$ cat config.mk
export PLATFORM = sky130hd
export DESIGN_NAME = disk_block_cache_tags_top
export DESIGN_NICKNAME = d
export VERILOG_FILES = /design/src/hdl/dbct_pkg.sv /design/src/hdl/dbct_tag_ram.sv /design/src/hdl/dbct_divider.sv /design/src/hdl/disk_block_cache_tags_top.sv
export VERILOG_INCLUDE_DIRS = /design/src /design/src/hdl
export SDC_FILE = /design/constraint.sdc
export NUM_CORES = 2
export LEC_CHECK = 0
export BUFFER_PORTS_ARGS = -buffer_cell sky130_fd_sc_hd__clkbuf_2
export CAP_MARGIN = 20
export CORE_ASPECT_RATIO = 0.5
export CORE_UTILIZATION = 50
export CTS_CLUSTER_SIZE = 14
export DETAILED_ROUTE_END_ITERATION = 8
export GPL_ROUTABILITY_DRIVEN = 0
export GPL_TIMING_DRIVEN = 0
export PLACE_DENSITY = 0.73
export SYNTH_ARGS = -nofsm -noshare
export SYNTH_HDL_FRONTEND = slang
export SYNTH_SLANG_ARGS = --single-unit
$ cat constraint.sdc
create_clock -name clk -period 4.5 [get_ports clk]
set_input_delay 0.9 -clock clk [delete_from_list [all_inputs] [get_ports clk]]
set_output_delay 0.9 -clock clk [all_outputs]
set_load 0.03 [all_outputs]
$ cat src/hdl/disk_block_cache_tags_top_assert.svh
// Assertion macros for the disk block cache tag controller.
// Each macro expects signals named clk and rst in the scope where it is used.
`ifndef DISK_BLOCK_CACHE_TAGS_TOP_ASSERT_SVH
`define DISK_BLOCK_CACHE_TAGS_TOP_ASSERT_SVH

// The condition and the expression are checked in the same cycle.
`define DBCT_ASSERT_NOW(label, cond, expr, msg) \
  label: assert property (@(posedge clk) disable iff (rst) (cond) |-> (expr)) \
    else $error(msg);

// The expression is checked in the cycle after the condition.
`define DBCT_ASSERT_NEXT(label, cond, expr, msg) \
  label: assert property (@(posedge clk) disable iff (rst) (cond) |=> (expr)) \
    else $error(msg);

`endif

$ cat src/hdl/dbct_pkg.sv
// Shared types and constants for the disk block cache tag controller.
// No dependencies; every module of the block imports this package.
`timescale 1ns / 1ps

package dbct_pkg;

  localparam int DEFAULT_ENTRIES = 64;

  // Slot mapping and buffer layout.
  localparam int DevStride   = 100;
  localparam int SlotsPerRow = 8;
  localparam int RowStep     = 16;
  localparam int BlockBytes  = 512;

  localparam logic [15:0] BPC_RESET = 16'd64;

  // 17 bits cover the slot sum 100 * device + block, and they keep the
  // track divider's partial remainder whole for any 16-bit divisor.
  localparam int DIV_NW = 17;
  localparam int DIV_DW = 16;
  localparam int DIV_CW = $clog2(DIV_NW + 1);

  typedef enum logic [1:0] {
    OP_READ  = 2'd0,
    OP_WRITE = 2'd1,
    OP_SYNC  = 2'd2
  } opcode_t;

  typedef enum logic [2:0] {
    REG_BUFFER_BASE  = 3'd0,
    REG_BPC          = 3'd1,
    REG_TRACK_OFFSET = 3'd2,
    REG_DEV1_OFFSET  = 3'd3,
    REG_DEV2_OFFSET  = 3'd4
  } cfg_reg_t;

  typedef enum logic [3:0] {
    S_CLEAR,
    S_IDLE,
    S_MOD,
    S_MOD_FIX,
    S_TAG_RD,
    S_TAG_CHK,
    S_WB_DIV,
    S_SCAN_RD,
    S_SCAN_CHK,
    S_REPLY
  } state_t;

  typedef struct packed {
    logic        valid;
    logic        dirty;
    logic [1:0]  device;
    logic [15:0] block;
  } tag_t;

  localparam int TAG_W = $bits(tag_t);

  typedef struct packed {
    logic              start;
    logic [DIV_NW-1:0] dividend;
    logic [DIV_DW-1:0] divisor;
  } div_req_t;

  typedef struct packed {
    logic              done;
    logic [DIV_NW-1:0] quotient;
    logic [DIV_NW-1:0] remainder;
  } div_rsp_t;

endpackage

$ cat src/hdl/dbct_tag_ram.sv
// Tag memory: one write port and one read port with registered read data.
// Depends on dbct_pkg for the default depth and width.
`timescale 1ns / 1ps

module dbct_tag_ram
  import dbct_pkg::*;
#(
  parameter int ENTRIES = DEFAULT_ENTRIES,
  parameter int WIDTH = TAG_W,
  localparam int AW = (ENTRIES > 1) ? $clog2(ENTRIES) : 1
) (
  input  logic             clk,
  input  logic             we,
  input  logic [AW-1:0]    waddr,
  input  logic [WIDTH-1:0] wdata,
  input  logic [AW-1:0]    raddr,
  output logic [WIDTH-1:0] rdata
);

  logic [WIDTH-1:0] mem [ENTRIES];

  always_ff @(posedge clk) begin
    if (we) begin
      mem[waddr] <= wdata;
    end
  end

  always_ff @(posedge clk) begin
    rdata <= mem[raddr];
  end

endmodule

$ cat src/hdl/dbct_divider.sv
// Restoring divider, one quotient bit per cycle, used for the track and
// sector split of a written-back block. Depends on dbct_pkg.
`timescale 1ns / 1ps

module dbct_divider
  import dbct_pkg::*;
(
  input  logic     clk,
  input  logic     rst,
  input  div_req_t req,
  output div_rsp_t rsp
);

  logic              running;
  logic              done;
  logic [DIV_CW-1:0] cnt;
  logic [DIV_NW-1:0] rem;
  logic [DIV_NW-1:0] quo;
  logic [DIV_DW-1:0] dv;
  logic [DIV_NW-1:0] trial;
  logic              take;

  // The partial remainder stays below twice the divisor, so dropping its
  // top bit on the shift loses nothing. With a zero divisor every step
  // subtracts zero: the quotient becomes all ones and the remainder the
  // dividend.
  always_comb begin
    trial = {rem[DIV_NW-2:0], quo[DIV_NW-1]};
    take  = (trial >= {1'b0, dv});
  end

  always_ff @(posedge clk) begin
    if (rst) begin
      running <= 1'b0;
      done    <= 1'b0;
      cnt     <= '0;
    end else begin
      done <= running && (cnt == DIV_CW'(1));
      if (req.start) begin
        running <= 1'b1;
        cnt     <= DIV_CW'(DIV_NW);
      end else if (running) begin
        cnt <= cnt - DIV_CW'(1);
        if (cnt == DIV_CW'(1)) begin
          running <= 1'b0;
        end
      end
    end
  end

  always_ff @(posedge clk) begin
    if (req.start) begin
      rem <= '0;
      quo <= req.dividend;
      dv  <= req.divisor;
    end else if (running) begin
      rem <= take ? (trial - {1'b0, dv}) : trial;
      quo <= {quo[DIV_NW-2:0], take};
    end
  end

  assign rsp.done      = done;
  assign rsp.quotient  = quo;
  assign rsp.remainder = rem;

endmodule

$ cat src/hdl/disk_block_cache_tags_top.sv
// Top level of the disk block cache tag controller: sequencer, registers
// and result formatting. Depends on dbct_pkg, dbct_tag_ram, dbct_divider.
`timescale 1ns / 1ps

// A request is taken at a rising edge with start high and busy low, and its
// single result appears for exactly one cycle with done high; the receiver
// cannot stall, so results must be captured in that cycle. The block works
// on one request at a time. Slot tags live in one synchronous memory with a
// registered read, and a restoring divider produces one quotient bit per
// cycle for the track and sector split. A read lookup goes through these
// steps from the accepting edge to the end of its done cycle: estimate the
// quotient of device times 100 plus block by ENTRIES with a reciprocal
// multiplication, correct it into the slot index, read the tag, compare,
// and present the result. A write or fill takes the same steps, and if it
// evicts a dirty block it also waits for the track and sector division
// before the result. A sync step scans the memory from its saved pointer,
// reading and checking one clean slot after another, and waits for the
// division of the first dirty one it finds; when it runs past the last slot
// it returns sync_done and rewinds the pointer. After reset a clearing pass
// invalidates every slot while busy stays high; configuration writes are
// taken at any time and should be made only while the block is idle. A
// blocks_per_cylinder of zero yields a track quotient of 0xFFFF and the
// block number as sector.

module disk_block_cache_tags_top
  import dbct_pkg::*;
#(
  parameter int ENTRIES = DEFAULT_ENTRIES
) (
  input  logic        clk,
  input  logic        rst,
  input  logic        start,
  output logic        busy,
  input  logic [1:0]  opcode,
  input  logic [1:0]  device,
  input  logic [15:0] block,
  input  logic        mark_dirty,
  output logic        done,
  output logic        hit,
  output logic [15:0] buf_high,
  output logic [11:0] buf_low,
  output logic        wb_valid,
  output logic [1:0]  wb_device,
  output logic [15:0] wb_track,
  output logic [15:0] wb_sector,
  output logic [15:0] wb_buf_high,
  output logic [11:0] wb_buf_low,
  output logic        sync_done,
  input  logic        cfg_we,
  input  logic [2:0]  cfg_index,
  input  logic [15:0] cfg_data
);

  `include "disk_block_cache_tags_top_assert.svh"

  // Slot index width and a scan pointer wide enough to hold ENTRIES itself.
  localparam int SW = (ENTRIES > 1) ? $clog2(ENTRIES) : 1;
  localparam int PW = $clog2(ENTRIES + 1);

  // Reciprocal of ENTRIES scaled by 2^17. For a 17-bit sum the estimated
  // quotient is at most one below the true one, so one conditional
  // subtract of ENTRIES finishes the remainder.
  localparam int MOD_MW = DIV_NW + 1;
  localparam int MW     = 2 * DIV_NW;
  localparam logic [MOD_MW-1:0] MOD_M = MOD_MW'((1 << DIV_NW) / ENTRIES);

  state_t state, state_next;

  // Request captured at acceptance.
  opcode_t     op;
  logic [1:0]  dev;
  logic [15:0] blk;
  logic        mark;

  logic [SW-1:0] slot;
  logic [SW-1:0] clr_cnt;
  logic [PW-1:0] ptr;
  tag_t          old_tag;

  // Slot mapping datapath.
  logic [DIV_NW-1:0] mod_sum;
  logic [DIV_NW-1:0] mod_q;
  logic [MW-1:0]     mod_prod;
  logic [DIV_NW-1:0] mod_qd;
  logic [DIV_NW-1:0] mod_r0;
  logic [DIV_NW-1:0] mod_rem;

  // Configuration registers.
  logic [15:0] buffer_base;
  logic [15:0] blocks_per_cylinder;
  logic [15:0] track_offset;
  logic [15:0] dev1_track_offset;
  logic [15:0] dev2_track_offset;

  // Memory and divider connections.
  logic          mem_we;
  logic [SW-1:0] mem_waddr;
  tag_t          mem_wdata;
  logic [SW-1:0] mem_raddr;
  logic [TAG_W-1:0] mem_rdata;
  tag_t          rd_tag;
  div_req_t      div_req;
  div_rsp_t      div_rsp;

  logic        hit_now;
  logic        rd_dirty;
  logic        scan_end;
  logic [15:0] dev_offset;
  logic [15:0] slot16;

  dbct_tag_ram #(
    .ENTRIES (ENTRIES),
    .WIDTH   (TAG_W)
  ) u_tag_ram (
    .clk   (clk),
    .we    (mem_we),
    .waddr (mem_waddr),
    .wdata (mem_wdata),
    .raddr (mem_raddr),
    .rdata (mem_rdata)
  );

  dbct_divider u_divider (
    .clk (clk),
    .rst (rst),
    .req (div_req),
    .rsp (div_rsp)
  );

  function automatic logic [15:0] slot_high(input logic [15:0] base, input logic [15:0] s);
    return base + 16'((s / SlotsPerRow) * RowStep);
  endfunction

  function automatic logic [11:0] slot_low(input logic [15:0] s);
    return 12'((s % SlotsPerRow) * BlockBytes);
  endfunction

  assign rd_tag   = tag_t'(mem_rdata);
  assign hit_now  = rd_tag.valid && (rd_tag.block == blk) && (rd_tag.device == dev);
  assign rd_dirty = rd_tag.valid && rd_tag.dirty;
  assign scan_end = (ptr == PW'(ENTRIES));
  assign slot16   = 16'(slot);

  assign mod_prod = MW'(mod_sum) * MW'(MOD_M);
  assign mod_qd   = DIV_NW'(mod_q * DIV_NW'(ENTRIES));
  assign mod_r0   = mod_sum - mod_qd;
  assign mod_rem  = (mod_r0 >= DIV_NW'(ENTRIES)) ? (mod_r0 - DIV_NW'(ENTRIES)) : mod_r0;

  // Device three, like device zero, gets no extra track offset.
  always_comb begin
    case (old_tag.device)
      2'd1:    dev_offset = dev1_track_offset;
      2'd2:    dev_offset = dev2_track_offset;
      default: dev_offset = 16'd0;
    endcase
  end

  assign busy = (state != S_IDLE);
  assign done = (state == S_REPLY);

  // Next-state logic.
  always_comb begin
    state_next = state;
    case (state)
      S_CLEAR: begin
        if (clr_cnt == SW'(ENTRIES - 1)) begin
          state_next = S_IDLE;
        end
      end
      S_IDLE: begin
        if (start) begin
          case (opcode_t'(opcode))
            OP_READ:  state_next = S_MOD;
            OP_WRITE: state_next = S_MOD;
            OP_SYNC:  state_next = S_SCAN_RD;
            default:  state_next = S_REPLY;
          endcase
        end
      end
      S_MOD: begin
        state_next = S_MOD_FIX;
      end
      S_MOD_FIX: begin
        state_next = S_TAG_RD;
      end
      S_TAG_RD: begin
        state_next = S_TAG_CHK;
      end
      S_TAG_CHK: begin
        if (op == OP_WRITE && !hit_now && rd_dirty) begin
          state_next = S_WB_DIV;
        end else begin
          state_next = S_REPLY;
        end
      end
      S_WB_DIV: begin
        if (div_rsp.done) begin
          state_next = S_REPLY;
        end
      end
      S_SCAN_RD: begin
        state_next = scan_end ? S_REPLY : S_SCAN_CHK;
      end
      S_SCAN_CHK: begin
        state_next = rd_dirty ? S_WB_DIV : S_SCAN_RD;
      end
      S_REPLY: begin
        state_next = S_IDLE;
      end
      default: begin
        state_next = S_IDLE;
      end
    endcase
  end

  // Memory and divider control.
  always_comb begin
    mem_we    = 1'b0;
    mem_waddr = slot;
    mem_wdata = '0;
    mem_raddr = slot;
    div_req   = '0;
    case (state)
      S_CLEAR: begin
        mem_we    = 1'b1;
        mem_waddr = clr_cnt;
      end
      S_TAG_CHK: begin
        if (op == OP_WRITE) begin
          if (hit_now) begin
            // A write hit keeps the tag and can only set the dirty bit.
            if (mark) begin
              mem_we          = 1'b1;
              mem_wdata       = rd_tag;
              mem_wdata.dirty = 1'b1;
            end
          end else begin
            mem_we           = 1'b1;
            mem_wdata.valid  = 1'b1;
            mem_wdata.dirty  = mark;
            mem_wdata.device = dev;
            mem_wdata.block  = blk;
            if (rd_dirty) begin
              div_req.start    = 1'b1;
              div_req.dividend = DIV_NW'(rd_tag.block);
              div_req.divisor  = blocks_per_cylinder;
            end
          end
        end
      end
      S_SCAN_RD: begin
        mem_raddr = ptr[SW-1:0];
      end
      S_SCAN_CHK: begin
        if (rd_dirty) begin
          mem_we          = 1'b1;
          mem_waddr       = ptr[SW-1:0];
          mem_wdata       = rd_tag;
          mem_wdata.dirty = 1'b0;
          div_req.start    = 1'b1;
          div_req.dividend = DIV_NW'(rd_tag.block);
          div_req.divisor  = blocks_per_cylinder;
        end
      end
      default: begin
      end
    endcase
  end

  // Control state.
  always_ff @(posedge clk) begin
    if (rst) begin
      state   <= S_CLEAR;
      clr_cnt <= '0;
      ptr     <= '0;
    end else begin
      state <= state_next;
      if (state == S_CLEAR) begin
        clr_cnt <= clr_cnt + SW'(1);
      end
      if (state == S_SCAN_RD && scan_end) begin
        ptr <= '0;
      end
      // The pointer stays on a dirty slot: the next sync step sees it clean.
      if (state == S_SCAN_CHK && !rd_dirty) begin
        ptr <= ptr + PW'(1);
      end
    end
  end

  // Configuration registers; an index past the last register is ignored.
  always_ff @(posedge clk) begin
    if (rst) begin
      buffer_base         <= 16'd0;
      blocks_per_cylinder <= BPC_RESET;
      track_offset        <= 16'd0;
      dev1_track_offset   <= 16'd0;
      dev2_track_offset   <= 16'd0;
    end else if (cfg_we) begin
      case (cfg_reg_t'(cfg_index))
        REG_BUFFER_BASE:  buffer_base         <= cfg_data;
        REG_BPC:          blocks_per_cylinder <= cfg_data;
        REG_TRACK_OFFSET: track_offset        <= cfg_data;
        REG_DEV1_OFFSET:  dev1_track_offset   <= cfg_data;
        REG_DEV2_OFFSET:  dev2_track_offset   <= cfg_data;
        default: begin
        end
      endcase
    end
  end

  // Request capture, working registers and result fields. Every result
  // field is cleared when a request is taken, so fields that do not apply
  // read as zero.
  always_ff @(posedge clk) begin
    case (state)
      S_IDLE: begin
        if (start) begin
          op          <= opcode_t'(opcode);
          dev         <= device;
          blk         <= block;
          mark        <= mark_dirty;
          mod_sum     <= DIV_NW'(block) + DIV_NW'(device) * DIV_NW'(DevStride);
          hit         <= 1'b0;
          buf_high    <= 16'd0;
          buf_low     <= 12'd0;
          wb_valid    <= 1'b0;
          wb_device   <= 2'd0;
          wb_track    <= 16'd0;
          wb_sector   <= 16'd0;
          wb_buf_high <= 16'd0;
          wb_buf_low  <= 12'd0;
          sync_done   <= 1'b0;
        end
      end
      S_MOD: begin
        mod_q <= mod_prod[MW-1:DIV_NW];
      end
      S_MOD_FIX: begin
        slot <= mod_rem[SW-1:0];
      end
      S_TAG_CHK: begin
        hit      <= hit_now;
        buf_high <= slot_high(buffer_base, slot16);
        buf_low  <= slot_low(slot16);
        old_tag  <= rd_tag;
      end
      S_SCAN_RD: begin
        if (scan_end) begin
          sync_done <= 1'b1;
        end
      end
      S_SCAN_CHK: begin
        if (rd_dirty) begin
          old_tag <= rd_tag;
          slot    <= ptr[SW-1:0];
        end
      end
      S_WB_DIV: begin
        if (div_rsp.done) begin
          wb_valid    <= 1'b1;
          wb_device   <= old_tag.device;
          wb_track    <= div_rsp.quotient[15:0] + track_offset + dev_offset;
          wb_sector   <= div_rsp.remainder[15:0];
          wb_buf_high <= slot_high(buffer_base, slot16);
          wb_buf_low  <= slot_low(slot16);
        end
      end
      default: begin
      end
    endcase
  end

  // Checks on the sequencer and the result formatting.
  `DBCT_ASSERT_NEXT(a_accept_busy, start && !busy, busy, "accepted request did not raise busy")
  `DBCT_ASSERT_NEXT(a_done_pulse, done, !done, "done strobe lasted more than one cycle")
  `DBCT_ASSERT_NOW(a_wb_zero, done && !wb_valid, wb_track == 16'd0 && wb_sector == 16'd0 && wb_device == 2'd0 && wb_buf_high == 16'd0 && wb_buf_low == 12'd0, "write-back fields set without wb_valid")
  `DBCT_ASSERT_NOW(a_sync_done_alone, done && sync_done, !hit && !wb_valid && buf_high == 16'd0, "sync_done result carries other fields")
  `DBCT_ASSERT_NOW(a_div_owner, div_rsp.done, state == S_WB_DIV, "divider finished outside a waiting state")

endmodule
# Yosys cells after proc, flatten, opt, wreduce, memory -nomap -nowiden
# Memories as Yosys holds them, arrays and structs flattened. A register that Yosys moved wholly into a read port is not among the register bits.
# Index checks and enable logic that the tools add are counted.
[word_totals] ff_bits=303 mem_bits_rw=1280 inputBits=44 out_inout_bits=95 elab_cells=172 mem_count=1
[mem_list] name="u_tag_ram.mem" words=64 word_bits=20 rd=1 rd_clocked_by_memory_dff=1 wr=1 line_no="dbct_tag_ram.sv:20" rtl="logic [WIDTH-1:0] mem [ENTRIES];"
[op_classes] addsub=10 mul=1 order_cmp=2 n_eq_ne=29 muxes=63 reduce_logical=33
[ops] op="16-bit one-hot mux with 2 select lines" count=5
[ops] op="34-bit two-way mux" count=3
[ops] op="16-bit two-way mux" count=5
[ops] op="20-bit two-way mux" count=4
[ops] op="34-bit one-hot mux with 2 select lines" count=1
[ops] op="12-bit one-hot mux with 2 select lines" count=2
[ops] op="20-bit one-hot mux with 2 select lines" count=1
[ops] op="18-bit one-hot mux with 2 select lines" count=1
[ops] op="4-bit one-hot mux with 9 select lines" count=1
[ops] op="17-bit two-way mux" count=2
[ops] op="16-bit adder" count=2
[ops] op="12-bit two-way mux" count=2
[ops] op="6-bit one-hot mux with 2 select lines" count=2
[ops] op="18-bit two-way mux" count=1
[ops] op="6-bit two-way mux" count=3
[ops] op="16-bit by 9-bit adder with 17-bit output" count=1
[ops] op="17-bit by 16-bit greater-or-equal comparator with 1-bit output" count=1
[ops] op="17-bit by 7-bit greater-or-equal comparator with 1-bit output (second input constant)" count=1
[ops] op="17-bit subtractor" count=1
[ops] op="16-bit by 7-bit adder with 16-bit output" count=1
[ops] op="16-bit == test" count=1
[ops] op="4-bit by 3-bit == test with 1-bit output (second input constant)" count=4
[ops] op="4-bit two-way mux" count=4
[ops] op="2-bit AND reduction" count=8
[ops] op="37 further kinds" count=81

# Longest topological paths before layout
[logic_depth] depth_word=8 ltp_mapped=18 depth_no_buf=17

# By module
# From an unflattened synthesis, not the netlist that was laid out.
[hier_totals] hier_cells=3726 area_unflattened_um2=63397.1
[by_module_without_submodules] module="dbct_tag_ram" n_inst=1 cells_per_inst=2232 area_each_um2=49441.2
[by_module_without_submodules] module="disk_block_cache_tags_top" n_inst=1 cells_per_inst=1152 area_each_um2=10556.4
[by_module_without_submodules] module="dbct_divider" n_inst=1 cells_per_inst=342 area_each_um2=3399.5

# Least setup slack after synthesis
# No wires, ideal clock.
[synth_path] path_kind="register to register" startpoint="reg old_tag[16] in the netlist's numbering" endpoint="reg wb_track[15], data pin" setup_time_ps=266 arrival_time_ps=3697 slack_ps=537 path_stages_with_launch=19 path_buffers=2 synth_period_minus_slack_ps=3963 path_cell_list="edfxtp_1 > inv_1 > ha_1 > clkbuf_1 > clkbuf_1 > a22oi_1 > nor2_1 > fa_1 > ha_1 > inv_1 > fa_1 > nor2b_1 > o31a_1 > o41ai_1 > o21ai_0 > o41ai_1 > o21ai_0 > xnor2_1 > nor2_1"
[synth_via] elab_chain_cells=5 word_cells_on_any_way=6
[synth_rtl] item="start: declaration" line_no="disk_block_cache_tags_top.sv:78" rtl="tag_t old_tag;"
[synth_rtl] item="start signal: assignment" line_no="disk_block_cache_tags_top.sv:346" rtl="old_tag <= rd_tag;"
[synth_rtl] item="start signal: assignment" line_no="disk_block_cache_tags_top.sv:355" rtl="old_tag <= rd_tag;"
[synth_rtl] item="2-bit == test or 2-bit by 1-bit == test with 1-bit output (tied branches)" line_no="disk_block_cache_tags_top.sv:151" rtl="case (old_tag.device)"
[synth_rtl] item="16-bit one-hot mux with 2 select lines *" line_no="disk_block_cache_tags_top.sv:151"
[synth_rtl] item="16-bit adder *" line_no="disk_block_cache_tags_top.sv:363" rtl="wb_track <= div_rsp.quotient[15:0] + track_offset + dev_offset;"
[synth_rtl] item="16-bit two-way mux *" line_no="disk_block_cache_tags_top.sv:360" rtl="if (div_rsp.done) begin"
[synth_rtl] item="16-bit one-hot mux with 2 select lines *" line_no="disk_block_cache_tags_top.sv:316" rtl="case (state)"
[synth_rtl] item="end signal: assignment" line_no="disk_block_cache_tags_top.sv:363"
[synth_rtl] item="end: declaration" line_no="disk_block_cache_tags_top.sv:44" rtl="output logic [15:0] wb_track,"
# Mark *: on every way between the ends. The rest lies on a longest branch, timed or not. The select of a mux whose other input is x is not followed.
# A chain may end at the register's enable or synchronous reset.

# Final worst setup path
[layout_path] startpoint="reg state[0]" endpoint="reg u_tag_ram.rdata[5] (read register of u_tag_ram.mem)"
[layout_via] elab_chain_cells=2
[layout_rtl] item="start: declaration" line_no="disk_block_cache_tags_top.sv:67" rtl="state_t state, state_next;"
[layout_rtl] item="start signal: assignment" line_no="disk_block_cache_tags_top.sv:277" rtl="state <= state_next;"
[layout_rtl] item="4-bit by 3-bit == test with 1-bit output" line_no="disk_block_cache_tags_top.sv:223" rtl="case (state)"
[layout_rtl] item="6-bit two-way mux" line_no="disk_block_cache_tags_top.sv:223"
[layout_rtl] item="end: declaration" line_no="dbct_tag_ram.sv:17" rtl="output logic [WIDTH-1:0] rdata"
# No other way between the ends.

==> summary.txt <==
Timing
  • Hold WS: 0.316 ns
  • Final Skew: 0.0283 ns
  • Slew Limit Headroom: 0.142
  • Final Hold Vio Count: 0
  • Setup ws final: 0.00330 ns
  • Final setup vio count: 0
  • Post-route clock period utilization: 0.999
  • Slew Limit Fails: 0
  • Slew @ Worst Pin: 1.29 ns
  • RSZ-0062 raised after global routing: true
  • Final min period: 4.50 ns
  • Max Fclk: 222 MHz

Setup path
  • Worst Setup End Kind: flip-flop
  • Startpoint Class: flip-flop
  • WS Path Type: reg -> reg
  • Maximum fanout along the worst path: 10
  • Critical Path RT: 5.15 ns
  • CP Data Arrival Time: 5.15 ns

GRT
  • Initial antenna violation count: 6
  • Largest net degree at the start of global routing: 65
  • Gr usage total: 0.282
  • Wire length of the first global-routing pass: 262 mm
  • Vias in the first global route: 40.2k
  • GRT overflow: 0

Clock network
  • Root buf cell: clkbuf_16
  • # H-tree levels: 4
  • Clock Path Buffers: 3
  • Hold buffer count at CTS: 0
  • TritonCTS Buffers: 139
  • CTS clk-pin slew, worst paths: 0.07 ns
  • Insertion delay to the later sink of the worst-skew pair: 0.78 ns
  • Sink Count: 1561
  • CTS tree: done

Logic synthesis
  • Commonest cells post-synth: 1421 x edfxtp_1, 1038 x nand2_1, 293 x nand3_1
  • Distinct cells, synth: 73
  • Share of the synthesized area in the top cell type: 0.676
  • #FFs+latches synth: 1561
  • Top cells by area, synth: edfxtp_1 68%, nand2_1 6.2%, dfxtp_1 4.4%, mux4_2 4.3%, nand3_1 2.3%
  • Count leader, synth: edfxtp_1
  • Synth Flop Type: edfxtp_1
  • EDFF count, synth: 1421
  • Avg Cell Area, Syn: 13.8 sq um
  • Syn. warnings: 0
  • Synth area leader: edfxtp_1
  • Mapped Area: 63100 sq um
  • Seq/Total Area, Yosys: 0.720
  • Async SR Flop Fraction: 0
  • Cells after synthesis: 4574

Placement
  • Post-place setup slack: -0.788 ns
  • Dpl hpwl: 126 mm
  • Placed cell area: 67500 sq um
  • Number of port buffers: 119

Pwr
  • Power per cell area: 383 nW/um^2
  • Max rail drop VDD: 0.262 mV
  • Cell leakage power: 25.2 nW

Floorplanning
  • Top Ports: 139
  • Initial Util: 0.508
  • Die height: 253 um
  • Core Rows: 91
  • Die ar.: 128000 sq um
  • Width of the die: 505 um
  • CORE AREA: 124000 sq um

Detailed routing
  • Avg Vias per Cell: 6.25
  • Final WL: 182 mm
  • Pre-Repair DR Iteration Count: 6
  • # DRC: 0
  • DRT iter0 DRCs: 6986
  • Drt wl/cell: 27.2 um
  • Remaining antenna violation count: 0
  • Routed via count: 41.9k

Final layout
  • Area grow syn2layout: 13.5%
  • Layout cells sized above 1: 0.141
  • Final net count: 5038
  • Final core occ: 0.577
  • Design Area, Final: 71600 sq um

Outcome
  • Status: complete, no violations

Run
  • Max cap viols: 0

Min path
  • Hold Crit Class: in -> reg
## worst paths after layout
| check | startpoint | to | slack, ns | cells after the start |
|---|---|---|---|---|
| hold reg to reg | dev1_track_offset[8] | dev1_track_offset[8] | 0.46 | 2 |
| hold / removal | block[15] | blk[15] | 0.32 | 1 |
| setup / recovery | state[0] | u_tag_ram.rdata[5] | 0.003 | 11 |
| setup reg to reg | state[0] | u_tag_ram.rdata[5] | 0.003 | 11 |
## critical path, cell delays in order (launching register included)
cell and delay, ns:
dfxtp_1 0.32, buf_4 0.15, nand4b_1 0.14, buf_6 0.19, mux2_2 0.45, buf_2 0.36
clkbuf_1 0.73, and3_1 0.28, a311oi_1 0.05, o21ai_0 0.69, nand4_1 0.53, or3_1 0.46
## power by group
| part | switching (mW) | internal [mW] | leakage (nW) |
|---|---|---|---|
| sequential | 0.0562 | 15.7 | 15.4 |
| clock | 5.16 | 5.91 | 1.97 |
| combinational | 0.375 | 0.225 | 7.87 |
## final cells by class
class | instances | area [sq um]
flip-flops and latches | 1561 | 45500
inverters | 58 | 218
diodes | 2 | 5.00
plain buffers | 279 | 1340
repair buffers | 203 | 2010
multi-input cells | 2691 | 16500
clock buffers | 187 | 3760
fillers | 9341 | 52600
well taps | 1674 | 2090
clock inverters | 44 | 283
## state kept, by name, summed over array words and instances, names as in the netlist, 3 cells and up
signal	count
u_divider.quo	17
clr_cnt	6
u_divider.cnt	5
slot	6
wb_sector	16
mod_sum	4
dev2_track_offset	16
u_tag_ram.mem	1280
blk	16
buffer_base	16
buf_low	3
state	4
u_divider.dv	16
ptr	7
wb_buf_high	16
dev1_track_offset	16
wb_buf_low	3
buf_high	16
u_divider.rem	16
blocks_per_cylinder	16
track_offset	16
wb_track	16
u_tag_ram.rdata	20
## cell families after synthesis
group / share of synthesized area
xor+xnor: 0.00916
flops: 0.720
fa+ha+maj: 0.0143
simple gates: 0.133
compound gates: 0.0520
other cells: 0.0000594
buf+inv: 0.0246
mux: 0.0469
## layout by cell type, fill, tap and decap left out, drive strengths merged, types with 4 or more instances in the layout
master and instances:
nor3b 8, or2 6, xnor2 37, nor2b 12, nand2 1038, mux4 120, a22o 18, o21a 8
nand3 293, mux2 8, nand4 116, buf 195, or3 23, fa 19, a21oi 171, nand2b 15
o22ai 12, edfxtp 1421, conb 18, a311oi 38, nand3b 13, clkbuf 474, a211oi 4, xor2 29
a22oi 52, o21ai 72, mux2i 15, dfxtp 140, and3 81, nor3 16, inv 67, nor2 189
ha 42, a21o 5, a31oi 111, and2 57, clkinv 33
## layer usage
| layer | track usage | vias up | part of all wire |
|---|---|---|---|
| met5 | 0 | - | 0.000071 |
| met4 | 0.153 | 2 | 0.055 |
| li1 | - | 17700 | - |
| met1 | 0.370 | 20600 | 0.36 |
| met2 | 0.427 | 3105 | 0.45 |
| met3 | 0.0796 | 501 | 0.14 |
## through the flow
| stage | setup TNS [ns] | total power, mW | std cells |
|---|---|---|---|
| finish | 0 | 27.4 | 6699 |
| CTS | 0 | 27.4 | 6693 |
| floorplan | 0 | 16.4 | 4591 |
| detailed placement | -2.32 | 16.6 | 6464 |
| global placement | -669.82 | 16.6 | 6384 |
| global route | -2.61 | 28.0 | 6697 |
## what timing repair did
item | CTS | global route
endpoints found under the setup margin | 7 | 56
endpoints found under the hold margin | 0 | 0
cloned | 0 | 0
buffers inserted | 0 | 4
resized for setup | 8 | 16
Note: power is estimated with default switching activity, not from simulation.
